===== src/sv/ffra_ram.sv =====
// ----------------------------------------------------------------------------
// ffra_ram: generic simple dual-port RAM
// One write port, one read port, read data registered.
// ----------------------------------------------------------------------------
module ffra_ram #(
	parameter int unsigned WIDTH = 64,
	parameter int unsigned DEPTH = 64
) (
	input  logic                     clk,
	input  logic                     we,
	input  logic [$clog2(DEPTH)-1:0] waddr,
	input  logic [WIDTH-1:0]         wdata,
	input  logic [$clog2(DEPTH)-1:0] raddr,
	output logic [WIDTH-1:0]         rdata
);

	logic [WIDTH-1:0] mem_q [DEPTH];
	logic [WIDTH-1:0] rdata_q;

	always_ff @(posedge clk) begin
		if (we) begin
			mem_q[waddr] <= wdata;
		end
		rdata_q <= mem_q[raddr];
	end

	assign rdata = rdata_q;

endmodule


===== config.mk =====
export PLATFORM = sky130hd
export DESIGN_NAME = ffra_ram
export DESIGN_NICKNAME = d
export VERILOG_FILES = /design/src/sv/ffra_ram.sv
export SDC_FILE = /design/constraint.sdc
export NUM_CORES = 2
export LEC_CHECK = 0
export BUFFER_PORTS_ARGS = -buffer_cell sky130_fd_sc_hd__buf_2
export CAP_MARGIN = 20
export CORE_MARGIN = 3
export CORE_UTILIZATION = 50
export CTS_CLUSTER_SIZE = 8
export DETAILED_ROUTE_END_ITERATION = 12
export PLACE_DENSITY = 0.71
export SLEW_MARGIN = 40
export SYNTH_ARGS = -nofsm -noshare
export SYNTH_HDL_FRONTEND = slang
export SYNTH_SLANG_ARGS = --single-unit

===== constraint.sdc =====
create_clock -name clk -period 7.69 [get_ports clk]
set_input_delay 1.1535 -clock clk [delete_from_list [all_inputs] [get_ports clk]]
set_output_delay 1.1535 -clock clk [all_outputs]
set_load 0.005 [all_outputs]

Word-level counts from Yosys, hierarchy flattened

Memory sizes are Yosys's and may differ from the RTL's. A register that Yosys moved wholly into a read port is not among the register bits.
Cells that the tools add are included.

Muxes and demuxes: 2

Operators by type and width:

| cell             | number |
|---|---|
| 2-to-1 mux 1 bit | 2 |

Output and inout bits: 64
Memories: 1
Bits in registers: 0
Bits of input ports: 78
RAM bits: 4,096

Memory list:

| memory | depth | width | read ports | clocked after Yosys merged registers in | write ports | RTL line | source |
|---|---|---|---|---|---|---|---|
| mem_q  | 64    | 64    | 1          | 1                                       | 1           | 17       | `logic [WIDTH-1:0] mem_q [DEPTH];` |

Depth between registers and ports, before layout

Word-level depth: 2
Gate-level depth with buffers: 9
Depth with buffers taken out: 5

Worst setup path after synthesis

No wires, ideal clock.

Path kind: input to register
Start point: input waddr[3]
End point: memory mem_q[48][0] (enable)
Required time: 7.126 ns
Path buffers: 1
Arrival time: 6.025 ns
Slack: 1.101 ns
Stages: 4
Cells stage by stage: clkbuf_1 nor2b_1 nand4b_1 nor3_1

RTL lines:

| what               | RTL line | source |
|---|---|---|
| start: declaration | 11       | `input logic [$clog2(DEPTH)-1:0] waddr,` |
| end: declaration   | 17       |  |

Straight into the memory's write port.

Worst setup path in the final report

Start point: input waddr[2]
End point: memory mem_q[37][25] (enable)

Straight into the memory's write port.

==> impl_metrics.json <==
{
  "yosysTopAreaCellShare": 0.7867,
  "drc": 0,
  "cp_cell_sequence": "buf_2, nor2b_1, nand3_1, nor2_4, buf_4, buf_4",
  "max_freq_mhz": 275.4,
  "dpl_cell_area_um2": 163500,
  "cts_resized": 0,
  "drive_above_1_share": 0.2896,
  "die_x_um": 565.2,
  "ant_nets": 0,
  "dp_hpwl_um": 217600,
  "finalCritPeriodShare": 0.4722,
  "tightestPinTransition_ns": 0.9540,
  "syn_area_um2": 156300,
  "path_class": "in -> reg",
  "yosysSeqAreaShare": 0.7949,
  "slew_headroom": 0.3640,
  "initial_utilization": 0.5042,
  "drv_slew": 0,
  "grt_pass1_wl_um": 598500,
  "setup_viol": 0,
  "post-cts-setup-buffers": 0,
  "hold_violations": 0,
  "maxCapViolations": 0,
  "cts_buffers": 595,
  "vias": 77353,
  "final-seq-area_um2": 124300,
  "drt-pass1-iter-count": 5,
  "fin_area_um2": 180500,
  "fin_hold_ws_ns": 0.7265,
  "min_path_type": "in -> reg",
  "power_mw": 50.87,
  "synth_ff_type": "edfxtp_1",
  "synth.avg_cell_area_um2": 23.70,
  "path_clk_slew_ns": 0.05,
  "port_buffers": 141,
  "finClkSkew_ns": 0.06051,
  "yosys_warnings": 0,
  "cp.required_ns": 8.22,
  "crit_fanout": 35,
  "ys_types": 33,
  "p_leak_nw": 56.70,
  "synth-seq-cells": 4160,
  "p_per_area_nw_per_um2": 281.9,
  "final_util": 0.5819,
  "drt_iter0_markers": 11342,
  "wl_per_cell_um": 36.39,
  "area_growth_pct": 15.42,
  "slowest_delay_ns": 0.68,
  "period_needed_ns": 3.632,
  "post-synth-top-area-cell": "edfxtp_1",
  "finalWirelength_um": 421500,
  "cp_common_cell": "buf_4",
  "cts-hold-fix-buffers": 0,
  "async_reset_ff_frac": 0,
  "ir_drop_uv": 245.4,
  "die_h_um": 565.2,
  "place_congestion": 0.7922,
  "status": "completed",
  "synth_fp_nets": 6676,
  "tritoncts": "built",
  "grt_start_max_net_pins": 119,
  "nNetsFinal": 7276,
  "finalSetupTns_ns": 0,
  "multi_input_area_um2": 30800,
  "grt_usage": 0.2650,
  "vias_per_cell": 6.677,
  "grt.overflow.total": 0,
  "die_area_um2": 319400,
  "cts_htree_levels": 6,
  "cts.sinks": 4160,
  "synth_commonest_cells": "4,096 x edfxtp_1, 1,024 x mux4_2, 170 x buf_2",
  "rsz0062_at_grt": "no",
  "first_global_vias": 78771,
  "synth_edf_count": 4096,
  "fill_cells": 21147,
  "cp-start-kind": "primary input",
  "synthCells": 6598,
  "fp-row-count": 204,
  "synth.most_common_cell": "edfxtp_1",
  "cp_slowest_cell": "buf_4",
  "clk_latency_ns": 0.94,
  "synth.area.top_cells": "edfxtp_1 79%, mux4_2 15%, mux2i_1 0.86%, dfxtp_1 0.82%, a22oi_1 0.81%",
  "cts_root_buf": "clkbuf_16",
  "critical_path_arrival_ns": 4.16,
  "core-area_um2": 310100,
  "antenna_found_initial": 27,
  "io_pins": 142,
  "clock_path_buffers": 4,
  "endpoint_kind": "flop"
}
-- layout make-up --
type	instances	share of cell area
Clock inverter	47	0.004375
Inverter	19	0.0003952
Tap cell	4120	0.02857
Antenna cell	14	0.0001941
Sequential cell	4160	0.6887
Clock buffer	803	0.08778
Multi-Input combinational cell	2049	0.1707
Timing Repair Buffer	373	0.01936
-- worst max-delay path: cells and delay by family --
kind	cells	cell delay (ns)
buffers and inverters	3	1.42
AND/OR/NAND/NOR	3	1.51
-- registers in the layout, summed over array words and instances (netlist names) --
register	flops
rdata	64
mem_q	4096
-- routing by layer --
| layer | share of wire | GRT usage |
|---|---|---|
| met5 | 0.00024 | 0 |
| met4 | 0.038 | 0.09660 |
| met3 | 0.12 | 0.06240 |
| met2 | 0.48 | 0.4175 |
| met1 | 0.36 | 0.3657 |
-- kinds of logic (layout without fill, tap and decap cells) --
kind of cell | count (synthesis) | count (layout) | share of synthesized area
simple gates | 386 | 386 | 0.01240
buf+inv | 389 | 1242 | 0.01180
mux | 1159 | 1159 | 0.1561
flops | 4160 | 4160 | 0.7949
compound gates | 504 | 504 | 0.02477
other cells | 0 | 14 | 0
-- power by group --
group          switching, mW  total (mW)  internal (mW)
combinational           1.32        2.12          0.796
clock                   9.23        23.5           14.2
sequential             0.117        25.3           25.2
-- stage by stage --
stage	setup WS [ns]	std cells
3_5_place_dp	3.068	10709
2_1_floorplan	1.101	6598
6_report	4.059	11585
4_1_cts	4.038	11559
3_3_place_gp	3.137	10689
5_1_grt	4.050	11574
-- layout by cell type (no fill, tap or decap), types with 76 or more instances in the layout --
| cell type | instances |
|---|---|
| a22o_1 | 88 |
| a22oi_1 | 168 |
| buf_2 | 76 |
| buf_4 | 215 |
| clkbuf_1 | 200 |
| clkbuf_16 | 603 |
| edfxtp_1 | 4096 |
| mux2i_1 | 135 |
| mux4_2 | 1024 |
| o22ai_1 | 83 |
-- worst paths after layout --
kind / cells after the start / end / startpoint / slack [ns]
max: 6 / mem_q[37][25] / waddr[2] / 4.06
min reg2reg: 4 / rdata[32] / mem_q[54][32] / 0.84
max reg2reg: 5 / rdata[18] / mem_q[13][18] / 5.28
min: 1 / mem_q[31][52] / wdata[52] / 0.73
No activity file was read; power rests on OpenSTA's default activity.
