### src/sv/ffra_pkg.sv
// ----------------------------------------------------------------------------
// ffra_pkg: shared types and codes of the first-fit range allocator
// Address, request and status types, and the layout of one table entry.
// ----------------------------------------------------------------------------
package ffra_pkg;

	localparam int unsigned ADDR_W   = 32;
	localparam int unsigned BUSY_W   = 7;
	localparam int unsigned STATUS_W = 3;

	typedef logic [ADDR_W-1:0]   addr_t;
	typedef logic [1:0]          req_code_t;
	typedef logic [STATUS_W-1:0] status_t;
	typedef logic [BUSY_W-1:0]   busy_t;
	typedef logic [0:0]          cfg_index_t;

	localparam req_code_t REQ_ALLOC   = 2'd0;
	localparam req_code_t REQ_RESERVE = 2'd1;
	localparam req_code_t REQ_RELEASE = 2'd2;

	localparam status_t ST_OK        = 3'd0;
	localparam status_t ST_NO_GAP    = 3'd1;
	localparam status_t ST_NOT_FOUND = 3'd2;
	localparam status_t ST_FULL      = 3'd3;
	localparam status_t ST_ZERO      = 3'd4;

	localparam cfg_index_t CFG_BASE  = 1'b0;
	localparam cfg_index_t CFG_LIMIT = 1'b1;

	// One busy range [lo, hi)
	typedef struct packed {
		addr_t lo;
		addr_t hi;
	} entry_t;

endpackage

### src/sv/ffra_round.sv
// ----------------------------------------------------------------------------
// ffra_round: page round-up unit
// Rounds a byte size up to a multiple of PAGE_BYTES with one shared
// multiplier: reciprocal multiply in two halves, then scale the quotient
// back by the page size. The 33-bit result flags an overflow in bit 32.
// ----------------------------------------------------------------------------
module ffra_round #(
	parameter int unsigned PAGE_BYTES = 4096
) (
	input  logic            clk,
	input  logic            arst_n,
	input  logic            start,
	input  ffra_pkg::addr_t size_bytes,
	output logic            done,
	output logic [32:0]     rounded
);
	import ffra_pkg::*;

	localparam int unsigned XW  = ADDR_W + 1;
	localparam int unsigned LW  = $clog2(PAGE_BYTES);
	localparam int unsigned SH  = XW + LW;
	localparam int unsigned MW  = XW + 1;
	localparam int unsigned HW  = MW / 2;
	localparam int unsigned PW  = LW + 1;
	localparam int unsigned BW  = (HW > PW) ? HW : PW;
	localparam int unsigned PRW = XW + BW;
	localparam int unsigned ACW = XW + MW;
	// ceil(2^SH / PAGE_BYTES): exact quotient for any dividend below 2^XW
	localparam logic [MW-1:0] RECIP = MW'(((64'd1 << SH) + 64'(PAGE_BYTES) - 64'd1) /
		64'(PAGE_BYTES));

	typedef enum logic [1:0] {
		R_IDLE,
		R_HI,
		R_LO,
		R_PAGE
	} phase_t;

	phase_t         phase_q;
	logic           done_q;
	logic [XW-1:0]  x_q;
	logic [ACW-1:0] acc_q;
	logic [XW-1:0]  res_q;
	logic [XW-1:0]  quot;
	logic [XW-1:0]  mul_a;
	logic [BW-1:0]  mul_b;
	logic [PRW-1:0] mul_p;

	assign quot = XW'(acc_q >> SH);

	// Shared multiplier: upper and lower reciprocal halves, then the page size
	always_comb begin
		mul_a = x_q;
		mul_b = BW'(RECIP[MW-1:HW]);
		unique case (phase_q)
			R_LO: begin
				mul_b = BW'(RECIP[HW-1:0]);
			end
			R_PAGE: begin
				mul_a = quot;
				mul_b = BW'(PAGE_BYTES);
			end
			default: begin
			end
		endcase
	end

	assign mul_p = PRW'(mul_a) * PRW'(mul_b);

	always_ff @(posedge clk or negedge arst_n) begin
		if (!arst_n) begin
			phase_q <= R_IDLE;
			done_q  <= 1'b0;
		end else begin
			done_q <= 1'b0;
			unique case (phase_q)
				R_IDLE: begin
					if (start) begin
						phase_q <= R_HI;
					end
				end
				R_HI: begin
					phase_q <= R_LO;
				end
				R_LO: begin
					phase_q <= R_PAGE;
				end
				R_PAGE: begin
					phase_q <= R_IDLE;
					done_q  <= 1'b1;
				end
				default: begin
					phase_q <= R_IDLE;
				end
			endcase
		end
	end

	always_ff @(posedge clk) begin
		if (start) begin
			x_q <= XW'(size_bytes) + XW'(PAGE_BYTES - 1);
		end
		case (phase_q)
			R_HI:    acc_q <= ACW'(mul_p) << HW;
			R_LO:    acc_q <= acc_q + ACW'(mul_p);
			R_PAGE:  res_q <= XW'(mul_p);
			default: begin
			end
		endcase
	end

	assign done    = done_q;
	assign rounded = res_q;

endmodule

### config.mk
export PLATFORM = sky130hd
export DESIGN_NAME = ffra_round
export DESIGN_NICKNAME = d
export VERILOG_FILES = /design/src/sv/ffra_pkg.sv /design/src/sv/ffra_round.sv
export SDC_FILE = /design/constraint.sdc
export NUM_CORES = 1
export LEC_CHECK = 0
export ABC_CLOCK_PERIOD_IN_PS = 6830
export BUFFER_PORTS_ARGS = -buffer_cell sky130_fd_sc_hd__buf_2
export CAP_MARGIN = 10
export CORE_MARGIN = 2
export CORE_UTILIZATION = 55
export DETAILED_ROUTE_END_ITERATION = 7
export PLACE_DENSITY_LB_ADDON = 0.05
export SYNTH_ARGS = -nofsm -noshare
export SYNTH_HDL_FRONTEND = slang
export SYNTH_SLANG_ARGS = --single-unit
export TNS_END_PERCENT = 5
### constraint.sdc
create_clock -name clk -period 6.83 [get_ports clk]
set_input_delay 1.366 -clock clk [delete_from_list [all_inputs] [get_ports clk]]
set_output_delay 1.366 -clock clk [all_outputs]
set_load 0.01 [all_outputs]
== Word level (Yosys, flattened, before mapping) ==
Cells that the tools add are included.
Storage, ports and cells
  register bits: 136
  bits of input ports: 35
Cells by class
  mux-type cells: 6
  eq/ne operators: 4
  add/sub/neg operators: 2
  multiply operators: 1
  reduce and logical (&&, ||, !) cells: 2
Operators by type and width (count)
  $pmux W67 S2: 1
  $add A67 B50 Y67: 1
  $mul A33 B17 Y50: 1
  $pmux W17 S2: 1
  $add A32 B12 Y33 const B: 1
  $mux W33: 1
  $pmux W2 S4: 1
  $eq A2 B2 Y1 const B: 2
  $eq A2 B1 Y1 const B: 1
  $logic_not A2 Y1: 1
  $mux W2: 1
  $ne A2 B2 Y1 const B: 1
  $reduce_bool A2 Y1: 1
  $mux W1: 1

== Longest topological paths before layout ==
  word-level depth: 5
  depth in mapped cells: 33
  gate-level depth less buffers: 29

== Worst setup path after synthesis ==
OpenSTA, ideal clock, no wires.
  path type: register to register
  start point: register phase_q[1]
  end point: register acc_q[49] (data pin)
  path slack: -0.727 ns
  data required time: 6.570 ns
  buffers on the path: 3
  data arrival time: 7.298 ns
  stages on the path, launching flop included: 28
  library setup time: 0.260 ns
  period minus slack after synthesis: 7.557 ns
  cells stage by stage: dfrtp_1 > ha_1 > buf_1 > clkbuf_1 > mux2i_1 > nor2b_1 > ha_1 > ha_1 > ha_1 > ha_1 > ha_1 > ha_1 > nand4_1 > a211o_1 > a211o_1 > a311oi_2 > a21oi_1 > xnor2_1 > ha_1 > a21o_1 > a21o_1 > a21oi_1 > nor2_1 > a2111o_1 > or2_1 > buf_4 > xor2_1 > mux2_2
On the way
  word-level cells in the longest chain between the ends: 5
  elaborated cells between the ends (all ways): 8
Ends and longest elaborated chain
  start, declared: line ffra_round.sv:39  | phase_t phase_q;
  start signal, assigned: line ffra_round.sv:72  | phase_q <= R_IDLE;
  start signal, assigned: line ffra_round.sv:79  | phase_q <= R_HI;
  start signal, assigned: line ffra_round.sv:83  | phase_q <= R_LO;
  $eq A2 B2 Y1 (on tied branches): line ffra_round.sv:55, ffra_round.sv:103
  $pmux W17 S2 / $mux W33 (equally long branches): line ffra_round.sv:55  | unique case (phase_q)
  $mul A33 B17 Y50: line ffra_round.sv:68  | assign mul_p = PRW'(mul_a) * PRW'(mul_b);
  $add A67 B50 Y67: line ffra_round.sv:105  | R_LO: acc_q <= acc_q + ACW'(mul_p);
  $pmux W67 S2 *: line ffra_round.sv:103  | case (phase_q)
  end signal, assigned: line ffra_round.sv:104  | R_HI: acc_q <= ACW'(mul_p) << HW;
  end signal, assigned: line ffra_round.sv:105
  end, declared: line ffra_round.sv:42  | logic [ACW-1:0] acc_q;
Mark *: on every way between the ends. The rest lies on a longest branch, timed or not.
A chain may end at the register's enable or synchronous reset.

== Worst setup path after layout ==
Same ends and word-level chain as after synthesis.

==> results.tsv <==
stage	metric	value	unit
logic_synthesis	Post-synth EDFFs	109	
route	Avg WL per Cell	18.2	microns
route	M1 WL	13700	microns
route	detailed-route via count	9206	
route	DRC viols	0	
placement	I/O Buffers	56	
timing	unrepaired setup endpoints after global routing	true	
timing	Achievable Freq	0.149	GHz
worst_setup_path	CP dominant cell by count	ha_1	
timing	slew margin rel.	44.0	%
logic_synthesis	Top FF cell, synth	edfxtp_1	
timing	fin. max-slew vios	0	
finish	FF/Latch Area	3350	sq um
timing	crit share post-route	98.1	%
cts	CTS tree	built	
timing	post-layout min period	6700	ps
finish	layout cells sized above 1	21.7	%
logic_synthesis	Synth Cell Area	11200	sq um
logic_synthesis	mean post-synth cell area	9.59	sq um
global_route	largest net degree at the start of global routing	57	
timing	final setup fails	0	
timing	slew of the pin with the lowest slew margin	841	ps
global_route	global-route wire length before repair	44400	microns
worst_setup_path	CP max FO	12	
worst_setup_path	Worst path max stage delay	470	ps
die	Die Span X	147	microns
flow_run	MaxCap Viol Count	0	
route	ANT nets after route	0	
route	Routed met3 length	1670	microns
worst_hold_path	Hold WC Path Type	register to register	
global_route	Overflow after GRT	0	
die	# rows	52	
worst_setup_path	Critical-path top delay cell	dfrtp_2	
worst_setup_path	Startpoint Class	register	
cts	number of buffers created by CTS	9	
worst_setup_path	crit path DAT	6820	ps
die	core area	20200	sq um
logic_synthesis	Synth cell types	77	
route	wire length on met2	12200	microns
logic_synthesis	Ys Warns	0	
global_route	vias in the first global route	8632	
route	drt total wl	28300	microns
die	total die area	21600	sq um
cts	Sink Count	112	
die	I/O Pins	69	
timing	Min Hold Slack	647	ps
finish	area grow syn2layout	16.7	%
finish	leading cell type in the layout, fill and taps excluded	ha_1	
finish	multi-input logic area	8120	sq um
cts	CTS root buf	clkbuf_16	
route	Pre-Repair DR Iteration Count	5	
timing	clock skew	13.3	ps
logic_synthesis	sequential share of the synthesized area	29.8	%
cts	Clock Path Buffers	2	
worst_setup_path	Critical Path End Type	register	
placement	DP Wirelength	22300	microns
timing	Hold Violations, Final	0	
run_status	outcome	completed	
worst_setup_path	CP Class	register to register	
finish	filler cell count	1676	
cts	H-Tree Depth	3	
placement	gp weighted congestion	1.00	
cts	clk slew on worst S/H paths	90	ps
die	Die Height	147	microns
global_route	antenna violations before repair	0	
route	DR iter-0 viols	510	
worst_setup_path	Critical Path RT	6950	ps
die	Starting Density	55.7	%
logic_synthesis	async set or reset register ratio after synthesis	2.68	%
logic_synthesis	cells after synthesis	1172	
logic_synthesis	FF+latch count, synth	112	
finish	fin nets	1512	
finish	# diodes	0	
finish	most frequent cells in the layout	174 x ha_1, 109 x edfxtp_1, 89 x nand2_1	
route	highest metal used	met4	
cts	insertion delay to the later sink of the worst-skew pair	370	ps
global_route	GRT Total Usage	25.9	%
route	vias per inst	5.94	
==> synthesized netlist by cell type (9+ instances only) <==
cell type	instances	area, sq um
a211oi_1	9	67.6
a21o_1	27	203
a21oi_1	73	365
a31oi_1	14	87.6
and2_1	45	282
and3_1	17	106
buf_2	10	50.1
buf_4	13	97.6
clkbuf_1	24	90.1
edfxtp_1	109	3270
ha_1	199	2490
inv_1	29	109
mux2_2	23	259
mux2i_1	18	180
nand2_1	90	338
nand3_1	29	145
nand4_1	22	138
nor2_1	77	289
nor2b_1	26	163
nor3_1	19	95.1
o21ai_0	52	260
o21bai_1	17	128
xnor2_1	63	552
xor2_1	48	420
==> logic make-up (layout without fill, tap and decap cells) <==
kind of cell	count (synthesis)	after routing	share of synthesized area (%)
flops	112	112	29.8
xor+xnor	111	111	8.65
other cells	1	12	0.0334
compound gates	262	262	15.4
fa+ha+maj	204	204	22.8
mux	41	41	3.91
buf+inv	82	180	3.28
simple gates	359	359	16.1
==> path summary, 6_finish.rpt <==
check                      startpoint          to  slack [ps]  depth (start not counted)
max                        phase_q[1]   acc_q[49]         130                         26
min                        phase_q[1]  phase_q[1]         650                          1
max reg2reg                phase_q[1]   acc_q[49]         130                         26
min reg2reg                phase_q[1]  phase_q[1]         650                          1
max in group asynchronous      arst_n  phase_q[1]        5950                          1
min in group asynchronous      arst_n  phase_q[1]         770                          1
==> routing by layer <==
metal	track usage [%]	vias up
met4	7.45	0
met5	0	-
met1	38.9	4390
met3	3.79	40
li1	-	4514
met2	38.9	262
==> area by class of cell <==
type	count	share of cell area, %
Tap cell	270	2.58
Clock inverter	7	0.486
Clock buffer	9	1.72
Multi-Input combinational cell	989	61.9
Timing Repair Buffer	134	6.92
Inverter	30	0.858
Sequential cell	112	25.5
==> timing repair <==
action | CTS | global route
pin swaps | 2 | 24
hold buffers | 0 | 0
buffers inserted | 0 | 12
setup endpoints to repair | 13 | 28
gates resized for setup | 9 | 95
gates cloned | 0 | 1
==> critical path, delay by kind of cell, from the launching register on <==
kind / cells / cell delay [ps]
AOI/OAI and AO/OA: 9 / 2300
DFF: 1 / 470
and+or+nand+nor: 4 / 700
muxes: 2 / 390
xor gates and xnor gates: 4 / 770
adders and majority gates: 6 / 1650
buffers and inverters: 1 / 150
==> sequential cells by signal (all words and copies together), names as in the netlist <==
register  count
acc_q        55
x_q          33
rounded      21
phase_q       2
done          1
==> per-stage QoR <==
| stage | instances | utilization, % | instance area [sq um] | setup TNS (ps) | setup WS, ps |
|---|---|---|---|---|---|
| floorplan | 1183 | - | 11300 | 0 | 30.8 |
| global placement | 1522 | 60.3 | 12200 | -259 | -76.8 |
| detailed placement | 1522 | 60.3 | 12200 | -473 | -105 |
| CTS | 1538 | 62.0 | 12500 | -20.7 | -17.8 |
| global route | 1551 | 65.0 | 13100 | -533 | -71.6 |
| finish | 1551 | 65.0 | 13100 | 0 | 133 |
Power is not shown: default switching activity piles up to over one toggle a cycle in this logic, so the estimate is an artifact.
